===== src/rtl/tap_and_shake_gesture_detector_unit_assert.svh =====
// Assertion macros shared by the gesture detector RTL.
`ifndef TAP_AND_SHAKE_GESTURE_DETECTOR_UNIT_ASSERT_SVH
`define TAP_AND_SHAKE_GESTURE_DETECTOR_UNIT_ASSERT_SVH

// Same-cycle implication, checked outside reset.
`define TSG_ASSERT_SAME(lbl, clk, rst, ante, cons, msg) \
   lbl: assert property (@(posedge clk) disable iff (rst) (ante) |-> (cons)) \
      else $error(msg);

// Next-cycle implication, checked outside reset.
`define TSG_ASSERT_NEXT(lbl, clk, rst, ante, cons, msg) \
   lbl: assert property (@(posedge clk) disable iff (rst) (ante) |=> (cons)) \
      else $error(msg);

`endif


===== src/rtl/tsg_pkg.sv =====
// Shared constants for the tap and shake gesture detector.
`timescale 1ns / 1ps

package tsg_pkg;

   // csr register indexes
   localparam int CSR_IDX_W = 3;
   localparam logic [CSR_IDX_W-1:0] CSR_BASE_X      = 3'd0;
   localparam logic [CSR_IDX_W-1:0] CSR_BASE_Y      = 3'd1;
   localparam logic [CSR_IDX_W-1:0] CSR_BASE_Z      = 3'd2;
   localparam logic [CSR_IDX_W-1:0] CSR_TAP_THRESH  = 3'd3;
   localparam logic [CSR_IDX_W-1:0] CSR_TAP_MAX_LEN = 3'd4;
   localparam logic [CSR_IDX_W-1:0] CSR_SHAKE_ENTRY = 3'd5;
   localparam logic [CSR_IDX_W-1:0] CSR_SHAKE_QUIET = 3'd6;

   // csr reset values
   localparam logic signed [15:0] RST_BASE_X      = 16'sd224;
   localparam logic signed [15:0] RST_BASE_Y      = 16'sd66;
   localparam logic signed [15:0] RST_BASE_Z      = 16'sd16138;
   localparam logic [15:0]        RST_TAP_THRESH  = 16'd5734;
   localparam logic [7:0]         RST_TAP_MAX_LEN = 8'd3;
   localparam logic [15:0]        RST_SHAKE_ENTRY = 16'd1229;
   localparam logic [15:0]        RST_SHAKE_QUIET = 16'd573;

   // event codes on the result channel
   typedef logic [1:0] event_type;
   localparam event_type EV_NONE        = 2'd0;
   localparam event_type EV_TAP         = 2'd1;
   localparam event_type EV_SHAKE_START = 2'd2;
   localparam event_type EV_SHAKE_END   = 2'd3;

   // shake machine defaults
   localparam int WINDOW_LEN_DEF = 25;
   localparam int MAX_QUIET_DEF  = 10;
   localparam int EXIT_QUIET_DEF = 25;

endpackage


===== src/rtl/tap_and_shake_gesture_detector_unit.sv =====
// Tap and shake gesture detector: three-stage sample pipeline with csr block.
// A sample accepted on req passes the stage 1, stage 2 and result registers before its beat is valid.
// Throughput: one sample per cycle; the output register stalls the whole pipe.
// Stage 1 takes differences, stage 2 the three squares, stage 3 the tap/shake update.
// Reset (synchronous, active high) clears pipe valids and gesture state, loads csr
// reset values, and holds both ready outputs low.
`timescale 1ns / 1ps

module tap_and_shake_gesture_detector_unit #(
   parameter int WINDOW_LEN = tsg_pkg::WINDOW_LEN_DEF,
   parameter int MAX_QUIET  = tsg_pkg::MAX_QUIET_DEF,
   parameter int EXIT_QUIET = tsg_pkg::EXIT_QUIET_DEF
) (
   input  logic                           clock,
   input  logic                           reset,
   // sample channel
   input  logic                           req_valid,
   output logic                           req_ready,
   input  logic signed [15:0]             req_accel_x,
   input  logic signed [15:0]             req_accel_y,
   input  logic signed [15:0]             req_accel_z,
   // result channel
   output logic                           rsp_valid,
   input  logic                           rsp_ready,
   output tsg_pkg::event_type             rsp_event_code,
   output logic                           rsp_shaking,
   // csr write channel
   input  logic                           csr_valid,
   output logic                           csr_ready,
   input  logic [tsg_pkg::CSR_IDX_W-1:0]  csr_index,
   input  logic [15:0]                    csr_data
);

   localparam int QC_MAX = (MAX_QUIET > WINDOW_LEN) ? MAX_QUIET : WINDOW_LEN;
   localparam int WIN_W  = $clog2(WINDOW_LEN + 1);
   localparam int QC_W   = $clog2(QC_MAX + 1);
   localparam int RUN_W  = $clog2(EXIT_QUIET + 1);
   localparam logic [WIN_W-1:0] WIN_END = WIN_W'(WINDOW_LEN);
   localparam logic [QC_W-1:0]  QC_LIM  = QC_W'(MAX_QUIET);
   localparam logic [RUN_W-1:0] RUN_END = RUN_W'(EXIT_QUIET);

   localparam logic [1:0] MODE_IDLE   = 2'd0;
   localparam logic [1:0] MODE_DETECT = 2'd1;
   localparam logic [1:0] MODE_SHAKE  = 2'd2;

   // csr registers
   logic signed [15:0] base_x_ff, base_y_ff, base_z_ff;
   logic [15:0]        tap_thresh_ff, shake_entry_ff, shake_quiet_ff;
   logic [7:0]         tap_max_len_ff;

   assign csr_ready = !reset;

   always_ff @(posedge clock) begin
      if (reset) begin
         base_x_ff      <= tsg_pkg::RST_BASE_X;
         base_y_ff      <= tsg_pkg::RST_BASE_Y;
         base_z_ff      <= tsg_pkg::RST_BASE_Z;
         tap_thresh_ff  <= tsg_pkg::RST_TAP_THRESH;
         tap_max_len_ff <= tsg_pkg::RST_TAP_MAX_LEN;
         shake_entry_ff <= tsg_pkg::RST_SHAKE_ENTRY;
         shake_quiet_ff <= tsg_pkg::RST_SHAKE_QUIET;
      end else if (csr_valid) begin
         unique case (csr_index)
            tsg_pkg::CSR_BASE_X:      base_x_ff      <= csr_data;
            tsg_pkg::CSR_BASE_Y:      base_y_ff      <= csr_data;
            tsg_pkg::CSR_BASE_Z:      base_z_ff      <= csr_data;
            tsg_pkg::CSR_TAP_THRESH:  tap_thresh_ff  <= csr_data;
            tsg_pkg::CSR_TAP_MAX_LEN: tap_max_len_ff <= csr_data[7:0];
            tsg_pkg::CSR_SHAKE_ENTRY: shake_entry_ff <= csr_data;
            tsg_pkg::CSR_SHAKE_QUIET: shake_quiet_ff <= csr_data;
            default: ;
         endcase
      end
   end

   // pipe advances unless a result beat is stuck at the output
   logic en;
   logic v1_ff, v2_ff, rsp_valid_ff;

   assign en        = !rsp_valid_ff || rsp_ready;
   assign req_ready = en && !reset;
   assign rsp_valid = rsp_valid_ff;

   always_ff @(posedge clock) begin
      if (reset) begin
         v1_ff        <= 1'b0;
         v2_ff        <= 1'b0;
         rsp_valid_ff <= 1'b0;
      end else if (en) begin
         v1_ff        <= req_valid;
         v2_ff        <= v1_ff;
         rsp_valid_ff <= v2_ff;
      end
   end

   // stage 1: baseline differences and x deviation
   logic signed [16:0] dx_in, dy_in, dz_in, dx_ff, dy_ff, dz_ff;
   logic [16:0]        ax;
   logic signed [17:0] dev;
   logic [16:0]        d_in, d_ff;

   always_comb begin
      dx_in = 17'(req_accel_x) - 17'(base_x_ff);
      dy_in = 17'(req_accel_y) - 17'(base_y_ff);
      dz_in = 17'(req_accel_z) - 17'(base_z_ff);
      ax    = req_accel_x[15] ? (17'd0 - 17'(req_accel_x)) : 17'(req_accel_x);
      dev   = $signed({1'b0, ax}) - 18'(base_x_ff);
      d_in  = dev[17] ? 17'd0 : dev[16:0];
   end

   always_ff @(posedge clock) begin
      if (en) begin
         dx_ff <= dx_in;
         dy_ff <= dy_in;
         dz_ff <= dz_in;
         d_ff  <= d_in;
      end
   end

   // stage 2: squares, threshold square, shake level compares
   logic signed [33:0] sqx_full, sqy_full, sqz_full;
   logic [31:0]        sqx_ff, sqy_ff, sqz_ff, thr2_in, thr2_ff;
   logic               quiet_in, quiet_ff, entry_in, entry_ff;

   always_comb begin
      sqx_full = dx_ff * dx_ff;
      sqy_full = dy_ff * dy_ff;
      sqz_full = dz_ff * dz_ff;
      thr2_in  = tap_thresh_ff * tap_thresh_ff;
      quiet_in = d_ff < {1'b0, shake_quiet_ff};
      entry_in = d_ff > {1'b0, shake_entry_ff};
   end

   always_ff @(posedge clock) begin
      if (en) begin
         sqx_ff   <= sqx_full[31:0];
         sqy_ff   <= sqy_full[31:0];
         sqz_ff   <= sqz_full[31:0];
         thr2_ff  <= thr2_in;
         quiet_ff <= quiet_in;
         entry_ff <= entry_in;
      end
   end

   // stage 3: gesture state
   logic             in_spike_ff, in_spike_in;
   logic [7:0]       spike_len_ff, spike_len_in, spike_base;
   logic [1:0]       mode_ff, mode_in;
   logic [WIN_W-1:0] window_ff, window_in;
   logic [QC_W-1:0]  quiet_cnt_ff, quiet_cnt_in;
   logic [RUN_W-1:0] quiet_run_ff, quiet_run_in;
   logic [33:0]      dist2;
   logic             spike;
   tsg_pkg::event_type event_in, rsp_event_ff;
   logic             rsp_shaking_ff;

   always_comb begin
      dist2 = {2'b00, sqx_ff} + {2'b00, sqy_ff} + {2'b00, sqz_ff};
      spike = dist2 >= {2'b00, thr2_ff};

      in_spike_in  = in_spike_ff;
      spike_len_in = spike_len_ff;
      mode_in      = mode_ff;
      window_in    = window_ff;
      quiet_cnt_in = quiet_cnt_ff;
      quiet_run_in = quiet_run_ff;
      event_in     = tsg_pkg::EV_NONE;
      spike_base   = in_spike_ff ? spike_len_ff : 8'd0;

      // tap: a spike run that ends short enough reports a tap
      if (spike) begin
         in_spike_in  = 1'b1;
         spike_len_in = (spike_base != 8'hFF) ? spike_base + 8'd1 : spike_base;
      end else if (in_spike_ff) begin
         in_spike_in = 1'b0;
         if (spike_len_ff <= tap_max_len_ff) begin
            event_in = tsg_pkg::EV_TAP;
         end
      end

      // shake machine; its events override a tap
      unique case (mode_ff)
         MODE_DETECT: begin
            window_in = window_ff + WIN_W'(1);
            if (quiet_ff) begin
               quiet_cnt_in = quiet_cnt_ff + QC_W'(1);
            end
            if (window_in >= WIN_END) begin
               if (quiet_cnt_in < QC_LIM) begin
                  mode_in      = MODE_SHAKE;
                  quiet_run_in = '0;
                  event_in     = tsg_pkg::EV_SHAKE_START;
               end else begin
                  mode_in = MODE_IDLE;
               end
            end
         end
         MODE_SHAKE: begin
            if (quiet_ff) begin
               quiet_run_in = quiet_run_ff + RUN_W'(1);
               if (quiet_run_in >= RUN_END) begin
                  mode_in  = MODE_IDLE;
                  event_in = tsg_pkg::EV_SHAKE_END;
               end
            end else begin
               quiet_run_in = '0;
            end
         end
         default: begin
            // idle, and the unused code behaves as idle
            mode_in = MODE_IDLE;
            if (entry_ff) begin
               mode_in      = MODE_DETECT;
               window_in    = '0;
               quiet_cnt_in = '0;
            end
         end
      endcase
   end

   always_ff @(posedge clock) begin
      if (reset) begin
         in_spike_ff  <= 1'b0;
         spike_len_ff <= 8'd0;
         mode_ff      <= MODE_IDLE;
         window_ff    <= '0;
         quiet_cnt_ff <= '0;
         quiet_run_ff <= '0;
      end else if (en && v2_ff) begin
         in_spike_ff  <= in_spike_in;
         spike_len_ff <= spike_len_in;
         mode_ff      <= mode_in;
         window_ff    <= window_in;
         quiet_cnt_ff <= quiet_cnt_in;
         quiet_run_ff <= quiet_run_in;
      end
   end

   // result register
   always_ff @(posedge clock) begin
      if (en) begin
         rsp_event_ff   <= event_in;
         rsp_shaking_ff <= (mode_in == MODE_SHAKE);
      end
   end

   assign rsp_event_code = rsp_event_ff;
   assign rsp_shaking    = rsp_shaking_ff;

`include "tap_and_shake_gesture_detector_unit_assert.svh"

   `TSG_ASSERT_SAME(a_start_shaking, clock, reset,
      rsp_valid_ff && (rsp_event_ff == tsg_pkg::EV_SHAKE_START), rsp_shaking_ff,
      "shake start beat without shaking flag")
   `TSG_ASSERT_SAME(a_end_idle, clock, reset,
      rsp_valid_ff && (rsp_event_ff == tsg_pkg::EV_SHAKE_END), !rsp_shaking_ff,
      "shake end beat with shaking flag set")
   `TSG_ASSERT_NEXT(a_stall_holds_state, clock, reset,
      v2_ff && !en, $stable(mode_ff) && $stable(spike_len_ff) && $stable(quiet_run_ff),
      "gesture state moved while output stalled")
   `TSG_ASSERT_SAME(a_spike_len_nonzero, clock, reset,
      in_spike_ff, spike_len_ff != 8'd0,
      "spike run active with zero length")

endmodule


===== config.mk =====
export PLATFORM = sky130hd
export DESIGN_NAME = tap_and_shake_gesture_detector_unit
export DESIGN_NICKNAME = d
export VERILOG_FILES = /design/src/rtl/tsg_pkg.sv /design/src/rtl/tap_and_shake_gesture_detector_unit.sv
export VERILOG_INCLUDE_DIRS = /design/src /design/src/rtl
export SDC_FILE = /design/constraint.sdc
export NUM_CORES = 2
export LEC_CHECK = 0
export BUFFER_PORTS_ARGS = -buffer_cell sky130_fd_sc_hd__buf_2
export CORE_ASPECT_RATIO = 1.5
export CORE_UTILIZATION = 64
export CTS_CLUSTER_SIZE = 12
export DETAILED_ROUTE_END_ITERATION = 6
export PLACE_DENSITY = 0.81
export RECOVER_POWER = 50
export SLEW_MARGIN = 5
export SYNTH_ARGS = -nofsm -noshare
export SYNTH_HDL_FRONTEND = slang
export SYNTH_SLANG_ARGS = --single-unit

===== constraint.sdc =====
create_clock -name clock -period 29.3 [get_ports clock]
set_clock_uncertainty 0.1 [all_clocks]
set_input_delay 5.86 -clock clock [delete_from_list [all_inputs] [get_ports clock]]
set_output_delay 5.86 -clock clock [all_outputs]
set_load 0.01 [all_outputs]

# Word-level counts from Yosys, hierarchy flattened
# Cells that the tools add are included.
[classes]
addsub = 11
multipliers = 4
magnitude_cmp = 7
eq_ne = 12
muxes = 27
bitwise = 1
n_reduce_logical = 18
[op_table]
columns = ["op", "count"]
rows = [
  ["multiplier 17 x 17 -> 32 bit", 3],
  ["subtractor 16 x 16 -> 17 bit", 3],
  ["adder 33 x 32 -> 34 bit", 1],
  [">= comparator 34 x 32 -> 1 bit", 1],
  ["adder 32 x 32 -> 33 bit", 1],
  ["multiplier 16 x 16 -> 32 bit", 1],
  ["2-to-1 mux 5 bit", 6],
  ["case mux 5 bit (2 select lines)", 3],
  ["subtractor 18 x 16 -> 18 bit", 1],
  ["> comparator 17 x 16 -> 1 bit", 1],
  ["less-than comparator 17 x 16 -> 1 bit", 1],
  ["2-to-1 mux 17 bit", 1],
  ["subtractor 1 x 16 -> 17 bit, first input constant", 1],
  ["2-to-1 mux 2 bit", 8],
  ["2-to-1 mux 8 bit", 2],
  ["AND reduction 2 bit", 8],
  ["adder 5 x 1 -> 5 bit, second input constant", 3],
  [">= comparator 5 bit, second input constant", 2],
  ["equality test 3 bit, second input constant", 3],
  ["adder 8 x 1 -> 8 bit, second input constant", 1],
  ["less-or-equal comparator 8 bit", 1],
  ["!= test 8 bit, second input constant", 1],
  ["case mux 2 bit (2 select lines)", 2],
  ["equality test 3 x 2 -> 1 bit, second input constant", 2],
  ["other kinds (14)", 23],
]
[totals]
regBits = 334
in_bits = 72
output_inout_bits = 6
word_cells = 108

# Depth between registers and ports, before layout
[logic_depth]
depth_word = 8
depth_mapped = 27
ltp_nobuf = 25

# Worst setup path before layout
# Ideal clock, no wire load.
[synth_timing]
kind = "input -> output"
from = "input port rsp_ready"
to = "output port req_ready"
arrival_time_ps = 12068
required_ps = 23340
slack_ps = 11272
cell_stages = 3
cell_sequence = "nand2b_1 clkbuf_1 and2_1"
[synth_between]
elab_chain_len = 2
[synth_rtl]
columns = ["element", "line", "rtl"]
rows = [
  ["from (decl)", "tap_and_shake_gesture_detector_unit.sv:24", "input logic rsp_ready,"],
  ["logical OR 1 bit", "tap_and_shake_gesture_detector_unit.sv:80", "assign en = !rsp_valid_ff || rsp_ready;"],
  ["logical AND 1 bit", "tap_and_shake_gesture_detector_unit.sv:81", "assign req_ready = en && !reset;"],
  ["to (decl)", "tap_and_shake_gesture_detector_unit.sv:18", "output logic req_ready,"],
]
# No other way between the ends.

# Worst setup path after layout
[layout_timing]
from = "input port reset"
to = "output port req_ready"
[layout_between]
elab_chain_len = 2
[layout_rtl]
columns = ["element", "line", "rtl"]
rows = [
  ["from (decl)", "tap_and_shake_gesture_detector_unit.sv:15", "input logic reset,"],
  ["logical NOT 1 bit", "tap_and_shake_gesture_detector_unit.sv:81", ""],
  ["logical AND 1 bit", "tap_and_shake_gesture_detector_unit.sv:81", ""],
]
# No other way between the ends.

==> qor.txt <==
syn avg cell area: 9.471 um2
Hold Vio Cnt, Final: 0
Rel. slew slack: -473.3%
critical path type: input pin to primary output
Synth area leaders: fa_1, ha_1, edfxtp_1
YS warnings: 0
Slew @ Worst Pin: 8.600 ns
I/O Buffers: 77
first-pass GRT wire length: 203600 um
routability cong.: 0.9434
Yosys reg bits: 330
Critical Path Start: reset
drt initial violations: 2053
CTS buffer count: 36
top_reg_cell synth: edfxtp_1
failing checks: max-capacitance violations, max-slew violations
# hold bufs at CTS: 0
max frequency: 70.12 MHz
Area Growth Syn to Fin: 4.770%
Worst EP arrival: 8.30 ns
# setup viols final: 0
initial core utilization: 64.55%
grt total ovfl: 0
I/O pin count: 78
Worst-Skew Late Latency: 0.55 ns
Antenna Nets Post-Route: 0
Critical Path Start Type: input pin
Post-Syn Area: 53240 um2
Hold Path Class: flop to flop
Async SR Flop Fraction: 0%
DRC: 0
die footprint: 84370 um2
vias in the first global route: 41660
period utilization: 48.68%
clock sink count: 330
CTS tree: done
core area: 82480 um2
clk slew on worst S/H paths: 0.06 ns
max_cap viols: 4
die height: 355.3 um
Cells after Synth: 5622
WL/cell: 18.09 um
clock root cell: clkbuf_16
num rows: 129
max-slew violation count: 324
Die W: 237.5 um
commonest cells in the netlist: inv_1, fa_1, nand2_1, ha_1, nor2_1
final net count: 7216
H-tree depth: 2
setup_tns: 0 ns
Setup Buffers After CTS: 0
via count: 38028
reg2reg start: rsp_valid
RSZ-0062 raised after global routing: false
clk buf depth: 3
# resized after CTS: 0
worst-path fanout max: 37
Worst Setup End Kind: primary output
drt first pass iters: 5
Post-synth EDFFs: 197
hold path startpoint: shake_quiet_ff[12]
WP data required: 23.34 ns
clock period minus worst slack: 14.26 ns
post-DR vias/cell: 5.604
largest net degree at the start of global routing: 162
initial antenna violation count: 1
status: complete, but fails checks
total track usage: 30.69%
HPWL Detailed: 102000 um
share of layout cells above drive strength 1: 3.033%
post-synthesis sequential area ratio: 16.11%
wirelength, routed: 122700 um
Synth area leader: fa_1
post-synthesis cell type count: 77
most frequent cell after synthesis: inv_1
top cell type's share of synthesized area: 36.51%
==> final timing paths <==
kind	endpoint	slack, ns	cells after the start
max	req_ready	15.04	5
min	shake_quiet_ff[12]	0.36	2
max reg2reg	thr2_ff[20]	20.58	2
min reg2reg	shake_quiet_ff[12]	0.36	2
==> metal layers <==
metal	vias up	wire length (um)	GRT usage, %
li1	17414	-	-
met1	19094	42360	33.15
met2	1107	67070	58.20
met3	413	5555	3.157
met4	0	7750	16.89
met5	-	0	0
==> placed cells by master (no fill, tap or decap), drive strengths merged, types with 10 or more instances in the layout <==
| cell | synthesis | final |
|---|---|---|
| buf | 4 | 93 |
| or4 | 10 | 10 |
| nor2b | 50 | 50 |
| a31oi | 16 | 16 |
| edfxtp | 197 | 197 |
| dfxtp | 133 | 133 |
| o21bai | 15 | 15 |
| clkbuf | 116 | 64 |
| a211oi | 33 | 33 |
| nand4 | 14 | 14 |
| or2 | 15 | 15 |
| a21boi | 15 | 15 |
| fa | 971 | 971 |
| o31ai | 12 | 12 |
| ha | 525 | 525 |
| nor2 | 254 | 254 |
| inv | 1366 | 1370 |
| and2 | 248 | 248 |
| o21ai | 121 | 121 |
| nor3 | 59 | 59 |
| xor2 | 59 | 59 |
| o21a | 47 | 47 |
| o211ai | 38 | 38 |
| xnor2 | 192 | 192 |
| a21oi | 241 | 241 |
| a21o | 53 | 53 |
| nand3 | 58 | 58 |
| and3 | 35 | 35 |
| or3 | 18 | 18 |
| nand2b | 64 | 64 |
| nand2 | 544 | 544 |
==> per-stage QoR <==
step                      area (um2)  hold WS [ns]  instances  util (%)  worst slack (ns)
after floorplan                53250        0.3363       5624         -             11.27
after global placement         54810        0.3419       6723     66.46             16.35
after detailed placement       54810        0.3468       6723     66.46             16.33
after CTS                      55840        0.3552       6784     67.71             16.34
after global routing           55780        0.3670       6785     67.63             14.72
final                          55780        0.3556       6786     67.63             15.04
==> cells by family (layout without fill, tap and decap cells) <==
family / Yosys count / count (layout) / share of synthesized area (%)
flip-flops: 330 / 330 / 16.11
AND/OR/NAND/NOR: 1390 / 1390 / 12.43
adder cells (fa/ha/maj): 1496 / 1496 / 48.85
buffers and inverters: 1488 / 1535 / 10.51
multiplexers: 8 / 8 / 0.1739
XOR/XNOR: 251 / 251 / 4.129
AO/OA/AOI/OAI: 658 / 658 / 7.800
other: 1 / 5 / 0.007043
==> cell type report <==
cell class                 instances  area, um2
antenna                            2      5.005
clock buffer                      51      957.2
clock inverter                    10      75.07
fill                            6313      26690
inverter                        1368       5135
multi-input combinational       3806      39070
sequential                       330       8578
tap                             1113       1393
timing repair buffer             106      574.3
==> sequential cells by signal (all words and copies together), names as in the netlist, 17 cells and up <==
signal,flops
sqx_ff,31
thr2_ff,31
sqz_ff,31
d_ff,17
sqy_ff,31
dx_ff,17
dz_ff,17
dy_ff,17
==> worst max-delay path, cell delays in order <==
cell and delay (ns):
clkbuf_1 0.40, inv_1 0.25, clkbuf_1 1.37, and2_1 0.27, buf_2 0.14
Power is left out: the tool's default activity adds up to more than one toggle a clock period on the data nets, which glitch-free logic cannot reach.
